### src/hdl/pfsp_pkg.sv
package pfsp_pkg;

	// Result kinds, carried on m_axis_tuser
	localparam logic [1:0] KIND_FRAME  = 2'd0;
	localparam logic [1:0] KIND_TOTALS = 2'd1;
	localparam logic [1:0] KIND_UNSUP  = 2'd2;

	// File format codes
	localparam logic [2:0] FMT_8SVX = 3'd0;
	localparam logic [2:0] FMT_AIFF = 3'd1;
	localparam logic [2:0] FMT_S16  = 3'd3;
	localparam logic [2:0] FMT_WAVE = 3'd4;

	// Configuration register indexes
	localparam logic [1:0] REG_FORMAT = 2'd0;
	localparam logic [1:0] REG_HIFI   = 2'd1;
	localparam logic [1:0] REG_STEREO = 2'd2;

	// Input command codes
	localparam logic CMD_FRAME  = 1'b0;
	localparam logic CMD_FINISH = 1'b1;

	// Volume hint divider: 22-bit constant dividend, one quotient bit per step
	localparam int          VOL_W        = 22;
	localparam logic [VOL_W-1:0] VOLUME_SCALE = 22'd3276800;
	localparam int          DIV_CNT_W    = 5;
	localparam logic [DIV_CNT_W-1:0] DIV_LAST = 5'd21;

	// Controller to datapath commands
	typedef struct packed {
		logic frame;     // pack a sample frame, update peak and totals
		logic unsup;     // answer unsupported stereo 8SVX
		logic finish;    // latch totals, clear state, start divider
		logic div_step;  // one restoring division step
		logic report;    // load totals result (last division step)
	} pfsp_cmd_t;

	// Datapath to controller status
	typedef struct packed {
		logic unsupported;
	} pfsp_status_t;

endpackage

### src/hdl/pfsp_ctrl.sv
module pfsp_ctrl (
	input  logic                   clk,
	input  logic                   arst_n,
	input  logic                   in_valid,
	output logic                   in_ready,
	input  logic                   in_command,
	output logic                   out_valid,
	input  logic                   out_ready,
	input  pfsp_pkg::pfsp_status_t status,
	output pfsp_pkg::pfsp_cmd_t    cmd
);
	import pfsp_pkg::*;

	typedef enum logic {
		ST_IDLE,
		ST_DIV
	} state_t;

	state_t               state_q;
	logic                 out_valid_q;
	logic [DIV_CNT_W-1:0] cnt_q;
	logic                 in_fire;
	logic                 out_fire;
	logic                 load;

	// Output slot is free when empty or being drained this cycle
	assign in_ready = (state_q == ST_IDLE) && (!out_valid_q || out_ready);
	assign in_fire  = in_valid && in_ready;
	assign out_fire = out_valid_q && out_ready;
	assign out_valid = out_valid_q;

	// Command decode
	always_comb begin
		cmd.unsup    = in_fire && status.unsupported;
		cmd.frame    = in_fire && !status.unsupported && (in_command == CMD_FRAME);
		cmd.finish   = in_fire && !status.unsupported && (in_command == CMD_FINISH);
		cmd.div_step = (state_q == ST_DIV);
		cmd.report   = (state_q == ST_DIV) && (cnt_q == DIV_LAST);
	end

	assign load = cmd.unsup || cmd.frame || cmd.report;

	// State and registered outputs
	always_ff @(posedge clk or negedge arst_n) begin
		if (!arst_n) begin
			state_q     <= ST_IDLE;
			out_valid_q <= 1'b0;
			cnt_q       <= '0;
		end else begin
			if (load)
				out_valid_q <= 1'b1;
			else if (out_fire)
				out_valid_q <= 1'b0;
			case (state_q)
				ST_IDLE: begin
					cnt_q <= '0;
					if (cmd.finish)
						state_q <= ST_DIV;
				end
				ST_DIV: begin
					cnt_q <= cnt_q + DIV_CNT_W'(1);
					if (cnt_q == DIV_LAST)
						state_q <= ST_IDLE;
				end
				default: state_q <= ST_IDLE;
			endcase
		end
	end

endmodule

### src/hdl/pfsp_datapath.sv
module pfsp_datapath (
	input  logic                   clk,
	input  logic                   arst_n,
	input  pfsp_pkg::pfsp_cmd_t    cmd,
	output pfsp_pkg::pfsp_status_t status,
	input  logic                   cfg_write,
	input  logic [1:0]             cfg_index,
	input  logic [2:0]             cfg_data,
	input  logic [31:0]            first_sample,
	input  logic [31:0]            second_sample,
	output logic [1:0]             result_kind,
	output logic [15:0]            first_word,
	output logic [15:0]            second_word,
	output logic                   split_to_second_file,
	output logic [31:0]            byte_total,
	output logic [31:0]            frame_total,
	output logic                   pad_needed,
	output logic [30:0]            peak_level,
	output logic [21:0]            volume_hint
);
	import pfsp_pkg::*;

	// Magnitude of a sample; hifi saturates -2^31 to 2^31-1
	function automatic logic [30:0] sample_mag(input logic [31:0] s, input logic hifi);
		logic [31:0] n;
		logic [30:0] m;
		n = 32'd0 - s;
		if (hifi) begin
			if (!s[31])
				m = s[30:0];
			else if (n[31])
				m = 31'h7fffffff;
			else
				m = n[30:0];
		end else begin
			if (s[15])
				n = 32'h0001_0000 - {16'd0, s[15:0]};
			else
				n = {16'd0, s[15:0]};
			m = n[30:0];
		end
		return m;
	endfunction

	// Pack a sample in file byte order
	function automatic logic [15:0] pack_sample(input logic [31:0] s, input logic hifi,
		input logic [2:0] fmt);
		logic [15:0] w;
		if (fmt == FMT_8SVX) begin
			w = hifi ? {8'd0, s[31:24]} : {8'd0, s[15:8]};
		end else begin
			w = hifi ? s[31:16] : s[15:0];
			if (fmt == FMT_WAVE)
				w = {w[7:0], w[15:8]};
		end
		return w;
	endfunction

	logic [2:0]       fmt_q;
	logic             hifi_q;
	logic             stereo_q;

	logic [30:0]      peak_q;
	logic [31:0]      bytes_q;
	logic [31:0]      frames_q;

	logic [31:0]      fin_bytes_q;
	logic [31:0]      fin_frames_q;
	logic             fin_pad_q;
	logic [30:0]      fin_peak_q;

	logic [VOL_W-1:0] dvd_q;
	logic [VOL_W-1:0] rem_q;
	logic [VOL_W-1:0] quo_q;

	logic [1:0]       kind_q;
	logic [15:0]      fw_q;
	logic [15:0]      sw_q;
	logic             split_q;
	logic [31:0]      byte_out_q;
	logic [31:0]      frame_out_q;
	logic             pad_q;
	logic [30:0]      peak_out_q;
	logic [VOL_W-1:0] vol_q;

	logic [30:0]      mag1;
	logic [30:0]      mag2;
	logic [30:0]      peak_a;
	logic [30:0]      peak_next;
	logic [31:0]      byte_inc;
	logic [30:0]      peak_scaled;
	logic [VOL_W:0]   trial;
	logic             qbit;
	logic [VOL_W-1:0] quo_next;

	assign status.unsupported = (fmt_q == FMT_8SVX) && stereo_q;

	// Configuration registers
	always_ff @(posedge clk or negedge arst_n) begin
		if (!arst_n) begin
			fmt_q    <= FMT_AIFF;
			hifi_q   <= 1'b0;
			stereo_q <= 1'b0;
		end else if (cfg_write) begin
			case (cfg_index)
				REG_FORMAT: fmt_q    <= cfg_data;
				REG_HIFI:   hifi_q   <= cfg_data[0];
				REG_STEREO: stereo_q <= cfg_data[0];
				default: ;
			endcase
		end
	end

	// Peak tracking and per-file byte count
	always_comb begin
		mag1   = sample_mag(first_sample, hifi_q);
		mag2   = sample_mag(second_sample, hifi_q);
		peak_a = (mag1 > peak_q) ? mag1 : peak_q;
		if (stereo_q && (mag2 > peak_a))
			peak_next = mag2;
		else
			peak_next = peak_a;
		if (fmt_q == FMT_8SVX)
			byte_inc = 32'd1;
		else if (stereo_q && (fmt_q != FMT_S16))
			byte_inc = 32'd4;
		else
			byte_inc = 32'd2;
		peak_scaled = hifi_q ? {16'd0, peak_q[30:16]} : peak_q;
	end

	always_ff @(posedge clk or negedge arst_n) begin
		if (!arst_n) begin
			peak_q   <= '0;
			bytes_q  <= '0;
			frames_q <= '0;
		end else if (cmd.finish) begin
			peak_q   <= '0;
			bytes_q  <= '0;
			frames_q <= '0;
		end else if (cmd.frame) begin
			peak_q   <= peak_next;
			bytes_q  <= bytes_q + byte_inc;
			frames_q <= frames_q + 32'd1;
		end
	end

	// Restoring divider: VOLUME_SCALE / peak, one bit per step
	always_comb begin
		trial    = {rem_q, dvd_q[VOL_W-1]};
		qbit     = ({9'd0, trial} >= {1'b0, fin_peak_q});
		quo_next = {quo_q[VOL_W-2:0], qbit};
	end

	always_ff @(posedge clk) begin
		if (cmd.finish) begin
			fin_bytes_q  <= bytes_q;
			fin_frames_q <= frames_q;
			fin_pad_q    <= (fmt_q == FMT_8SVX) && bytes_q[0];
			fin_peak_q   <= peak_scaled;
			dvd_q        <= VOLUME_SCALE;
			rem_q        <= '0;
			quo_q        <= '0;
		end else if (cmd.div_step) begin
			dvd_q <= {dvd_q[VOL_W-2:0], 1'b0};
			quo_q <= quo_next;
			if (qbit)
				rem_q <= trial[VOL_W-1:0] - fin_peak_q[VOL_W-1:0];
			else
				rem_q <= trial[VOL_W-1:0];
		end
	end

	// Output register
	always_ff @(posedge clk) begin
		if (cmd.frame) begin
			kind_q      <= KIND_FRAME;
			fw_q        <= pack_sample(first_sample, hifi_q, fmt_q);
			sw_q        <= stereo_q ? pack_sample(second_sample, hifi_q, fmt_q) : 16'd0;
			split_q     <= stereo_q && (fmt_q == FMT_S16);
			byte_out_q  <= '0;
			frame_out_q <= '0;
			pad_q       <= 1'b0;
			peak_out_q  <= '0;
			vol_q       <= '0;
		end else if (cmd.unsup) begin
			kind_q      <= KIND_UNSUP;
			fw_q        <= '0;
			sw_q        <= '0;
			split_q     <= 1'b0;
			byte_out_q  <= '0;
			frame_out_q <= '0;
			pad_q       <= 1'b0;
			peak_out_q  <= '0;
			vol_q       <= '0;
		end else if (cmd.report) begin
			kind_q      <= KIND_TOTALS;
			fw_q        <= '0;
			sw_q        <= '0;
			split_q     <= 1'b0;
			byte_out_q  <= fin_bytes_q;
			frame_out_q <= fin_frames_q;
			pad_q       <= fin_pad_q;
			peak_out_q  <= fin_peak_q;
			vol_q       <= (fin_peak_q == '0) ? '0 : quo_next;
		end
	end

	assign result_kind          = kind_q;
	assign first_word           = fw_q;
	assign second_word          = sw_q;
	assign split_to_second_file = split_q;
	assign byte_total           = byte_out_q;
	assign frame_total          = frame_out_q;
	assign pad_needed           = pad_q;
	assign peak_level           = peak_out_q;
	assign volume_hint          = vol_q;

endmodule

### src/hdl/pcm_file_sample_packer.sv
// PCM sample packer with peak meter.
// Input stream s_axis: one audio frame or a finish request per item; tuser
// carries the command, tdata the first (mono/left) and second (right) sample.
// Output stream m_axis: one result per input item; tuser carries the kind
// (packed frame, totals, unsupported stereo 8SVX), tdata the packed words,
// totals, pad flag, peak level and volume hint.
// Config channel cfg_*: index 0 file format, 1 hifi, 2 stereo; always ready.
// Write it only while the block is idle.
// A sample frame is loaded into the output register at the edge that takes it
// and can leave in the following cycle; frames are taken one per cycle while
// the output drains.
// A finish item runs 22 steps of the restoring divider that forms
// 3276800 / peak, one quotient bit per cycle; the last step loads the result
// into the output register.
// No input is taken while the divider runs.
// When the receiver stalls, the result holds in the output register and the
// input stalls once that register is full and not being read.
// Reset clears peak, totals and pending results and restores the format
// registers to AIFF, 16-bit, mono.
module pcm_file_sample_packer (
	input  logic         clk,
	input  logic         arst_n,
	input  logic         s_axis_tvalid,
	output logic         s_axis_tready,
	input  logic [63:0]  s_axis_tdata,   // first_sample[31:0], second_sample[63:32]
	input  logic [0:0]   s_axis_tuser,   // command[0]
	output logic         m_axis_tvalid,
	input  logic         m_axis_tready,
	// first_word[15:0], second_word[31:16], split_to_second_file[32],
	// byte_total[64:33], frame_total[96:65], pad_needed[97],
	// peak_level[128:98], volume_hint[150:129], zero[151]
	output logic [151:0] m_axis_tdata,
	output logic [1:0]   m_axis_tuser,   // result_kind[1:0]
	input  logic         cfg_valid,
	output logic         cfg_ready,
	input  logic [1:0]   cfg_index,
	input  logic [2:0]   cfg_data
);
	import pfsp_pkg::*;

	pfsp_cmd_t    cmd;
	pfsp_status_t status;
	logic [15:0]  first_word;
	logic [15:0]  second_word;
	logic         split_to_second_file;
	logic [31:0]  byte_total;
	logic [31:0]  frame_total;
	logic         pad_needed;
	logic [30:0]  peak_level;
	logic [21:0]  volume_hint;

	assign cfg_ready = 1'b1;

	pfsp_ctrl u_ctrl (
		.clk        (clk),
		.arst_n     (arst_n),
		.in_valid   (s_axis_tvalid),
		.in_ready   (s_axis_tready),
		.in_command (s_axis_tuser[0]),
		.out_valid  (m_axis_tvalid),
		.out_ready  (m_axis_tready),
		.status     (status),
		.cmd        (cmd)
	);

	pfsp_datapath u_datapath (
		.clk                  (clk),
		.arst_n               (arst_n),
		.cmd                  (cmd),
		.status               (status),
		.cfg_write            (cfg_valid && cfg_ready),
		.cfg_index            (cfg_index),
		.cfg_data             (cfg_data),
		.first_sample         (s_axis_tdata[31:0]),
		.second_sample        (s_axis_tdata[63:32]),
		.result_kind          (m_axis_tuser),
		.first_word           (first_word),
		.second_word          (second_word),
		.split_to_second_file (split_to_second_file),
		.byte_total           (byte_total),
		.frame_total          (frame_total),
		.pad_needed           (pad_needed),
		.peak_level           (peak_level),
		.volume_hint          (volume_hint)
	);

	// Result payload, highest field first
	assign m_axis_tdata = {1'b0, volume_hint, peak_level, pad_needed, frame_total,
		byte_total, split_to_second_file, second_word, first_word};

endmodule

### config.mk
export PLATFORM = sky130hd
export DESIGN_NAME = pcm_file_sample_packer
export DESIGN_NICKNAME = d
export VERILOG_FILES = /design/src/hdl/pfsp_pkg.sv /design/src/hdl/pfsp_ctrl.sv /design/src/hdl/pfsp_datapath.sv /design/src/hdl/pcm_file_sample_packer.sv
export SDC_FILE = /design/constraint.sdc
export NUM_CORES = 1
export LEC_CHECK = 0
export ABC_CLOCK_PERIOD_IN_PS = 14550
export BUFFER_PORTS_ARGS = -buffer_cell sky130_fd_sc_hd__buf_2
export CAP_MARGIN = 20
export CORE_ASPECT_RATIO = 1.75
export CORE_UTILIZATION = 54
export DETAILED_ROUTE_END_ITERATION = 7
export HOLD_SLACK_MARGIN = 0.05
export PLACE_DENSITY = 0.79
export SYNTH_ARGS = -nofsm -noshare
export SYNTH_HDL_FRONTEND = slang
export SYNTH_SLANG_ARGS = --single-unit
### constraint.sdc
create_clock -name clk -period 14.55 [get_ports clk]
set_clock_uncertainty 0.15 [all_clocks]
set_input_delay 2.91 -clock clk [delete_from_list [all_inputs] [get_ports clk]]
set_output_delay 2.91 -clock clk [all_outputs]
set_load 0.01 [all_outputs]
==> results.sh, run 1 <==
export IMPL_post_cts_resized=0
export IMPL_num_antenna_cells=0
export IMPL_synth_area_per_cell_um2=9.99
export IMPL_setup_viol=0
export IMPL_place_gp_congestion=0.990
export IMPL_synth_edff_count=129
export IMPL_power_frac_clock=0.243
export IMPL_clockRootBuffer="clkbuf_16"
export IMPL_syn2layout_area_growth_pct=12.6
export IMPL_htree_levels=2
export IMPL_dr_pass1_iters=8
export IMPL_grt_pass1_wl_mm=92.1
export IMPL_clkLatencyLatePin_ns=0.54
export IMPL_grt_max_degree=97
export IMPL_p_seq_frac=0.405
export IMPL_switching_share=0.358
export IMPL_synth_seq_cells=404
export IMPL_routedWlPerCell_um=21.9
export IMPL_ant_nets=0
export IMPL_numCtsBuffers=37
export IMPL_port_buffers=229
export IMPL_holdBufCountCts=0
export IMPL_ir_drop_mv=0.0886
export IMPL_rsz0062_at_grt="no"
export IMPL_cts_clk_slew_worst_paths_ns=0.07
export IMPL_period_share=0.732
export IMPL_arrival_ns=10.93
export IMPL_drt_iter0_drc=1198
export IMPL_syn_nets=2260
export IMPL_fin_crit_ns=10.65
export IMPL_internal_power_mw=2.51
export IMPL_maxSlewViolCount=0
export IMPL_start_kind="input pin"
export IMPL_reg2reg_slack_ns=6.56
export IMPL_worstMarginPinSlew_ns=0.987
export IMPL_tns_ns=0
export IMPL_vias=17400
export IMPL_nets=2421
export IMPL_post_cts_buffers=0
export IMPL_synthTopCellsByArea="edfxtp_1 (19%), dfxtp_1 (16%), dfrtp_1 (13%)"
export IMPL_fmax_mhz=93.9
export IMPL_top_level_ports=232
export IMPL_n_fill_cell=3151
export IMPL_relSlewSlack=0.342
export IMPL_grt_usage=0.304
export IMPL_synthDistinctLibCells=81
export IMPL_core_rowCount=94
export IMPL_p_total_mw=3.90
export IMPL_die_h_um=262
export IMPL_final_hold_viol_count=0
export IMPL_antenna_found_initial=0
export IMPL_synth_top_area_cell="edfxtp_1"
export IMPL_start_util=0.551
export IMPL_cp_end_kind="flip-flop"
export IMPL_final_layout_size_suffix_gt1_frac=0.157
export IMPL_crit_type="in -> reg"
export IMPL_power_density_mw_per_mm2=166
export IMPL_drc=0
export IMPL_p_comb_frac=0.353
export IMPL_hold_path_class="reg -> reg"
export IMPL_synth_area_mm2=0.0209
export IMPL_wl_mm=60.4
export IMPL_core_area_mm2=0.0379
export IMPL_die_area_mm2=0.0395
export IMPL_p_leak_nw=10.1
export IMPL_syn_instance_count=2088
export IMPL_die_w_um=151
export IMPL_yosys_warnings=0
export IMPL_path_max_fanout=35
export IMPL_overflow=0
export IMPL_max_cap_viol_count=0
export IMPL_grt_pass1_vias=16900
export IMPL_dp_hpwl_mm=44.5
export IMPL_cts_buffer_depth=3
export IMPL_yosysSeqAreaShare=0.475
export IMPL_status="finished clean"
export IMPL_netlist_area_leader_share=0.186
export IMPL_required_ns=14.83
export IMPL_synthArstFlopShare=0.265
export IMPL_cts_sinks=404
export IMPL_p_sw_mw=1.40
export IMPL_vias_per_cell=6.31
export IMPL_synthFlopType="dfxtp_1"
export IMPL_cts_tree="done"
==> worst max-delay path, cell delays in order <==
cell and delay (ns):
buf_2 0.14, or4_1 0.59, nor4b_1 0.50, nand3_1 0.31, nand2b_1 0.56, and3b_1 0.34
o22ai_1 0.26, ha_1 0.30, nor2b_1 0.13, o21ai_0 0.15, a21oi_1 0.09, o31ai_1 0.59
a21boi_0 0.23, o41ai_2 0.33, buf_4 0.54, mux2i_1 0.20, ha_1 0.35, nand2_1 0.06
o21ai_0 0.28, o21bai_1 0.12, a221o_1 0.32, a31o_2 0.25, nor2_1 0.71, buf_4 0.38
o2111ai_1 0.15, o221ai_1 0.11
==> per-stage QoR <==
step	worst slack (ns)	area, µm²	instances	util	hold slack, ns
2_1_floorplan	4.82	20900	2088	-	0.276
3_3_place_gp	3.59	22300	2688	0.588	0.292
3_5_place_dp	3.43	22300	2688	0.588	0.293
4_1_cts	3.96	23500	2756	0.619	0.310
5_1_grt	3.41	23500	2758	0.620	0.326
6_report	3.90	23500	2758	0.620	0.311
==> logic make-up after synthesis <==
group | count (synthesis) | synth area share
xor+xnor | 71 | 0.0298
other cells | 2 | 0.000360
simple gates | 656 | 0.155
buf+inv | 207 | 0.0381
mux | 93 | 0.0600
fa+ha+maj | 97 | 0.0589
flops | 404 | 0.475
compound gates | 558 | 0.183
==> cell usage after synthesis (all sizes together) (42+ instances only) <==
cell type and instances:
a21oi 90, nand3 47, nor2 155, mux2i 59, a22o 122, and3 42
dfrtp 106, edfxtp 129, nand2 185, xor2 45, nor3 55, inv 80
clkbuf 98, ha 95, o21ai 162, dfxtp 168
==> routing by layer <==
| metal | GRT usage | vias to the layer above | wire [µm] |
|---|---|---|---|
| li1 | - | 8041 | - |
| met1 | 0.322 | 8379 | 21400 |
| met2 | 0.545 | 717 | 30800 |
| met3 | 0.0349 | 260 | 2950 |
| met4 | 0.237 | 0 | 5310 |
| met5 | 0 | - | 0 |
==> power by group through the flow <==
stage | Clock (mW) | Sequential (mW) | Combinational [mW]
2_1_floorplan | 0 | 1.59 | 0.908
3_3_place_gp | 0 | 1.59 | 1.32
3_5_place_dp | 0 | 1.60 | 1.36
4_1_cts | 0.958 | 1.58 | 1.37
5_1_grt | 0.999 | 1.61 | 1.53
6_report | 0.947 | 1.58 | 1.38
==> cells in the final DEF, fill, tap and decap left out, types with 28 or more instances in the layout <==
cell	netlist	layout
nand2_1	185	185
ha_1	95	95
nor3_1	55	55
buf_2	2	228
dfrtp_1	106	104
mux2i_1	59	59
a22o_1	122	122
a21oi_1	90	90
inv_1	80	79
xor2_1	45	45
nand3_1	47	47
clkbuf_16	0	38
o21ai_0	160	160
nand4_1	28	28
nor2_1	155	154
dfxtp_1	168	168
and3_1	42	42
edfxtp_1	129	129
==> flip-flops by register name (all words and copies together) (netlist names), 16 cells and up <==
name and count:
u_datapath.second_word 16, u_datapath.first_word 16, u_datapath.byte_total 32, u_datapath.peak_level 31, u_datapath.fin_bytes_q 32, u_datapath.rem_q 22, u_datapath.volume_hint 22, u_datapath.fin_peak_q 31
u_datapath.bytes_q 32, u_datapath.frames_q 32, u_datapath.quo_q 21, u_datapath.peak_q 31, u_datapath.fin_frames_q 32, u_datapath.frame_total 32
==> area by class of cell <==
cell class              count  area, µm²  area share
well taps                 480        601      0.0256
multi-input cells        1477      10200       0.433
clock inverters            15        109     0.00464
flip-flops and latches    404       9920       0.422
repair buffers            248       1310      0.0558
clock buffers              53       1060      0.0450
inverters                  81        307      0.0131
==> final timing paths <==
check,start,endpoint,depth (start not counted)
max reg2reg,u_datapath.hifi_q$_DFFE_PN0P_,u_datapath.peak_q[27]$_DFFE_PN0P_,23
min in group asynchronous,arst_n,u_datapath.frames_q[15]$_DFFE_PN0P_,1
max,s_axis_tdata[14],u_datapath.peak_q[27]$_DFFE_PN0P_,26
min,u_datapath.fin_bytes_q[13]$_DFFE_PP_,u_datapath.byte_total[13]$_SDFFE_PP0P_,1
min reg2reg,u_datapath.fin_bytes_q[13]$_DFFE_PP_,u_datapath.byte_total[13]$_SDFFE_PP0P_,1
max in group asynchronous,arst_n,u_datapath.hifi_q$_DFFE_PN0P_,2
(Power assumes the default switching activity.)
==> run 2: changes to the inputs <==
- ABC_CLOCK_PERIOD_IN_PS: 14550 -> 10700
- clock period: 14.55 -> 10.7 ns (I/O delays scaled with it)
==> results.sh, run 2 (synthesis gave the netlist of run 1 again) <==
export IMPL_dr_wl_met3_mm=2.88
export IMPL_syn2layout_area_growth_pct=12.8
export IMPL_p_leak_nw=10.1
export IMPL_power_frac_clock=0.239
export IMPL_core_area_mm2=0.0379
export IMPL_relSlewSlack=0.309
export IMPL_post_cts_resized=0
export IMPL_die_h_um=262
export IMPL_max_stage_delay_ns=0.79
export IMPL_period_share=0.882
export IMPL_clockRootBuffer="clkbuf_16"
export IMPL_layout_commonest_cell="buf_2"
export IMPL_post_cts_buffers=0
export IMPL_grt_pass1_vias=16800
export IMPL_numCtsBuffers=36
export IMPL_holdWs_ns=0.305
export IMPL_ir_drop_mv=0.124
export IMPL_holdBufCountCts=0
export IMPL_drt_met1_wl_mm=20.9
export IMPL_internal_power_mw=3.43
export IMPL_path_max_fanout=19
export IMPL_path_buf_inv=3
export IMPL_cp_end_kind="flip-flop"
export IMPL_grt_usage=0.300
export IMPL_overflow=0
export IMPL_die_area_mm2=0.0395
export IMPL_ant_nets=0
export IMPL_final_layout_size_suffix_gt1_frac=0.160
export IMPL_crit_slowest_cell="nor2_1"
export IMPL_die_w_um=151
export IMPL_routed_top_layer="met4"
export IMPL_htree_levels=2
export IMPL_core_rowCount=94
export IMPL_crit_family="simple AND/OR/NAND/NOR gates"
export IMPL_dr_pass1_iters=7
export IMPL_wl_mm=59.9
export IMPL_crit_type="in -> reg"
export IMPL_port_buffers=229
export IMPL_hold_path_class="reg -> reg"
export IMPL_setup_viol=0
export IMPL_grt_max_degree=99
export IMPL_required_ns=10.99
export IMPL_wl_met2_mm=31.4
export IMPL_clkLatencyLatePin_ns=0.53
export IMPL_cts_sinks=404
export IMPL_drt_iter0_drc=1053
export IMPL_rsz0062_at_grt="no"
export IMPL_start_util=0.551
export IMPL_fmax_mhz=106
export IMPL_cts_tree="done"
export IMPL_p_seq_frac=0.404
export IMPL_p_sw_mw=1.91
export IMPL_final_hold_viol_count=0
export IMPL_vias_per_cell=6.28
export IMPL_final_cell_mix="buf_2 (228), nand2_1 (185), dfxtp_1 (168)"
export IMPL_nets=2423
export IMPL_start_kind="input pin"
export IMPL_drc=0
export IMPL_arrival_ns=9.73
export IMPL_maxSlewViolCount=0
export IMPL_place_gp_congestion=1.02
export IMPL_cts_buffer_depth=3
export IMPL_top_level_ports=232
export IMPL_vias=17300
export IMPL_tns_ns=0
export IMPL_grt_pass1_wl_mm=90.9
export IMPL_switching_share=0.357
export IMPL_power_density_mw_per_mm2=227
export IMPL_crit_chain="buf_2, or4_1, nor4b_1, nand3_1, nand2b_1, or2_2, nand2_1, ha_1, a21o_1, a21o_1, a211oi_1, a21boi_0, o41ai_2, buf_4, mux2i_1, ha_1, nand3_1, nor4_1, a221o_1, a31o_2, nor2_1, buf_4, a22oi_1, o21ai_0"
export IMPL_p_comb_frac=0.357
export IMPL_antenna_found_initial=0
export IMPL_status="finished clean"
export IMPL_dp_hpwl_mm=44.6
export IMPL_fin_crit_ns=9.44
export IMPL_routedWlPerCell_um=21.7
export IMPL_cts_clk_slew_worst_paths_ns=0.07
export IMPL_worstMarginPinSlew_ns=1.03
export IMPL_max_cap_viol_count=0
export IMPL_num_antenna_cells=0
## run 2: changes by cell type in the layout (fill, tap and decap cells not counted)
cell / before / now
bufinv_16: 0 / 1
clkbuf_8: 5 / 6
inv_16: 1 / 0
buf_16: 0 / 1
clkinv_4: 1 / 0
clkinvlp_4: 2 / 3
clkbuf_16: 38 / 37
inv_6: 1 / 3
clkinv_8: 1 / 0
clkinv_2: 5 / 8
buf_12: 1 / 2
clkinv_1: 5 / 2
clkbuf_1: 10 / 7
buf_4: 18 / 19
## run 2: final cells by class
type	instances	area, µm²
Fill cell	3143	14300
Multi-Input combinational cell	1477	10200
Sequential cell	404	9920
Timing Repair Buffer	251	1370
Clock buffer	50	1030
Tap cell	480	601
Inverter	81	307
Clock inverter	16	123
## run 2: worst paths after layout
| path | startpoint | to | slack (ns) | depth (start not counted) |
|---|---|---|---|---|
| max | s_axis_tdata[14] | u_datapath.peak_q[4]$_DFFE_PN0P_ | 1.26 | 24 |
| min | u_datapath.dvd_q[17]$_SDFFE_PP1P_ | u_datapath.dvd_q[17]$_SDFFE_PP1P_ | 0.30 | 2 |
| max reg2reg | u_datapath.hifi_q$_DFFE_PN0P_ | u_datapath.peak_q[4]$_DFFE_PN0P_ | 3.28 | 21 |
| min reg2reg | u_datapath.dvd_q[17]$_SDFFE_PP1P_ | u_datapath.dvd_q[17]$_SDFFE_PP1P_ | 0.30 | 2 |
| max in group asynchronous | arst_n | u_datapath.hifi_q$_DFFE_PN0P_ | 7.54 | 2 |
| min in group asynchronous | arst_n | u_datapath.bytes_q[5]$_DFFE_PN0P_ | 1.51 | 1 |
## run 2: power by group through the flow
stage | combinational, mW | clock [mW] | sequential [mW]
2_1_floorplan | 1.23 | 0 | 2.17
3_3_place_gp | 1.83 | 0 | 2.17
3_5_place_dp | 1.88 | 0 | 2.18
4_1_cts | 1.89 | 1.29 | 2.15
5_1_grt | 2.10 | 1.35 | 2.19
6_report | 1.91 | 1.27 | 2.16
## run 2: worst reg2reg max path, stage by stage, from the launching register on
cell and delay (ns):
dfrtp_4 0.70, buf_4 0.58, buf_4 0.62, nand2b_1 0.25, o22a_1 0.17, o211ai_1 0.17, ha_1 0.35, a21o_1 0.16
a211oi_1 0.23, a21boi_0 0.16, o41ai_2 0.49, buf_4 0.32, mux2i_1 0.49, ha_1 0.34, nand3_1 0.10, nor4_1 0.05
a221o_1 0.35, a31o_2 0.26, nor2_1 0.79, buf_4 0.40, a22oi_1 0.10, o21ai_0 0.11
## run 2: through the flow
step           cell area (µm²)  power, mW   util  std cells  worst slack (ns)
2_1_floorplan            20900       3.40      -       2088              1.74
3_3_place_gp             22300       4.00  0.589       2690              1.07
3_5_place_dp             22300       4.06  0.589       2690             0.877
4_1_cts                  23500       5.34  0.620       2756              1.41
5_1_grt                  23500       5.64  0.621       2759             0.929
6_report                 23500       5.33  0.621       2759              1.26
## run 2: per-layer routing
layer	track usage	up-vias
met2	0.557	658
met5	0	-
li1	-	8055
met3	0.0363	221
met4	0.215	0
met1	0.306	8383
==> run 3: changes to the inputs <==
- PLACE_DENSITY: 0.79 -> 0.71
==> results.sh, run 3 (synthesis gave the netlist of run 1 again) <==
export IMPL_cp_end_kind="flip-flop"
export IMPL_port_buffers=229
export IMPL_arrival_ns=9.89
export IMPL_clockRootBuffer="clkbuf_16"
export IMPL_nets=2428
export IMPL_cts_sinks=404
export IMPL_routedWlPerCell_um=21.7
export IMPL_die_h_um=262
export IMPL_place_gp_congestion=0.976
export IMPL_overflow=0
export IMPL_crit_type="in -> reg"
export IMPL_syn2layout_area_growth_pct=13.1
export IMPL_start_kind="input pin"
export IMPL_holdBufCountCts=0
export IMPL_final_cell_mix="buf_2 (228), nand2_1 (185), dfxtp_1 (168)"
export IMPL_p_seq_frac=0.398
export IMPL_p_comb_frac=0.351
export IMPL_r2r_cells=22
export IMPL_power_density_mw_per_mm2=228
export IMPL_dp_cells=2695
export IMPL_tns_ns=0
export IMPL_numCtsBuffers=37
export IMPL_vias_per_cell=6.20
export IMPL_ir_drop_mv=0.124
export IMPL_relSlewSlack=0.225
export IMPL_whs_path_depth=2
export IMPL_path_max_fanout=19
export IMPL_num_antenna_cells=0
export IMPL_ant_nets=0
export IMPL_fin_crit_ns=9.62
export IMPL_worstMarginPinSlew_ns=1.15
export IMPL_wl_mm=59.9
export IMPL_p_sw_mw=1.91
export IMPL_cts_buffer_depth=3
export IMPL_post_cts_resized=0
export IMPL_hp_start="u_datapath.dvd_q[17]$_SDFFE_PP1P_"
export IMPL_drt_iter0_drc=1063
export IMPL_grt_max_degree=99
export IMPL_hold_path_endpoint="u_datapath.dvd_q[17]$_SDFFE_PP1P_"
export IMPL_reg2reg_slack_ns=2.99
export IMPL_hold_path_class="reg -> reg"
export IMPL_core_area_mm2=0.0379
export IMPL_internal_power_mw=3.47
export IMPL_grt_pass1_vias=16700
export IMPL_final_layout_size_suffix_gt1_frac=0.162
export IMPL_core_rowCount=94
export IMPL_start_util=0.551
export IMPL_grt_usage=0.300
export IMPL_final_hold_viol_count=0
export IMPL_p_leak_nw=10.1
export IMPL_max_cap_viol_count=0
export IMPL_stdcell_count=2765
export IMPL_setup_viol=0
export IMPL_fmax_mhz=104
export IMPL_cts_clk_slew_worst_paths_ns=0.07
export IMPL_switching_share=0.356
export IMPL_p_total_mw=5.38
export IMPL_grt_pass1_wl_mm=90.8
export IMPL_dr_pass1_iters=6
export IMPL_vias=17100
export IMPL_required_ns=10.97
export IMPL_die_w_um=151
export IMPL_status="finished clean"
export IMPL_die_area_mm2=0.0395
export IMPL_r2r_end="u_datapath.peak_q[19]$_DFFE_PN0P_"
export IMPL_drc=0
export IMPL_rsz0062_at_grt="no"
export IMPL_post_cts_buffers=0
export IMPL_htree_levels=2
export IMPL_power_frac_clock=0.250
export IMPL_r2r_start="u_datapath.hifi_q$_DFFE_PN0P_"
export IMPL_dp_hpwl_mm=44.9
export IMPL_antenna_found_initial=0
export IMPL_layout_commonest_cell="buf_2"
export IMPL_clkLatencyLatePin_ns=0.54
export IMPL_period_share=0.899
export IMPL_cts_tree="done"
export IMPL_maxSlewViolCount=0
export IMPL_top_level_ports=232
-- run 3: changes by cell type in the layout (fill, tap and decap cells not counted), moves of 2 or more --
| cell | change |
|---|---|
| buf_4 | +6 |
| clkbuf_16 | +3 |
| clkinv_2 | -2 |
| inv_6 | -2 |
-- run 3: worst max path at each step --
stage | start | to | slack [ns] | depth (start not counted)
final | s_axis_tdata[14] | u_datapath.peak_q[19]$_DFFE_PN0P_ | 1.08 | 25
after global routing | s_axis_tdata[14] | u_datapath.peak_q[19]$_DFFE_PN0P_ | 0.75 | 25
after CTS | s_axis_tdata[14] | u_datapath.peak_q[19]$_DFFE_PN0P_ | 1.24 | 25
after detailed placement | s_axis_tdata[14] | u_datapath.peak_q[19]$_DFFE_PN0P_ | 0.69 | 25
after global placement | s_axis_tdata[14] | u_datapath.peak_q[19]$_DFFE_PN0P_ | 0.81 | 25
after floorplan | s_axis_tdata[14] | u_datapath.peak_q[27]$_DFFE_PN0P_ | 1.74 | 27
-- run 3: critical path, stage by stage --
cell      delay (ns)
buf_2           0.14
or4_1           0.60
nor4b_1         0.46
nand3_1         0.29
nand2b_1        0.57
and3b_1         0.35
o22ai_1         0.43
ha_1            0.34
nor2b_1         0.13
o21ai_0         0.23
a21oi_1         0.11
o31ai_1         0.27
a21boi_0        0.16
o41ai_2         0.72
buf_4           0.42
mux2i_1         0.30
ha_1            0.19
nand2_1         0.05
o21ai_0         0.44
o21bai_1        0.16
a221o_1         0.35
a31o_2          0.28
and2_1          0.20
a21o_1          0.21
a221o_1         0.34
-- run 3: layout make-up --
cell class,count,area [µm²]
fillers,3164,14300
multi-input cells,1477,10200
flip-flops and latches,404,9920
repair buffers,255,1360
clock buffers,53,1100
well taps,480,601
inverters,81,307
clock inverters,15,144
-- run 3: metrics by stage --
stage,util,worst slack (ns),instance area [µm²],hold WS (ns)
3_5_place_dp,0.590,0.689,22300,0.295
5_1_grt,0.623,0.749,23600,0.323
2_1_floorplan,-,1.74,20900,0.276
6_report,0.623,1.08,23600,0.309
4_1_cts,0.623,1.24,23600,0.311
3_3_place_gp,0.590,0.813,22300,0.291
-- run 3: power by group through the flow --
| stage | clock [mW] | combinational [mW] | sequential [mW] |
|---|---|---|---|
| CTS | 1.37 | 1.88 | 2.14 |
| detailed placement | 0 | 1.87 | 2.17 |
| global placement | 0 | 1.83 | 2.16 |
| global route | 1.43 | 2.08 | 2.18 |
| floorplan | 0 | 1.23 | 2.17 |
| finish | 1.35 | 1.89 | 2.15 |
-- run 3: routing by layer --
layer | global-route usage | vias up | part of all wire
met2 | 0.555 | 597 | 0.52
met4 | 0.215 | 0 | 0.078
met1 | 0.310 | 8233 | 0.36
met5 | 0 | - | 0
met3 | 0.0339 | 228 | 0.042
li1 | - | 8083 | -
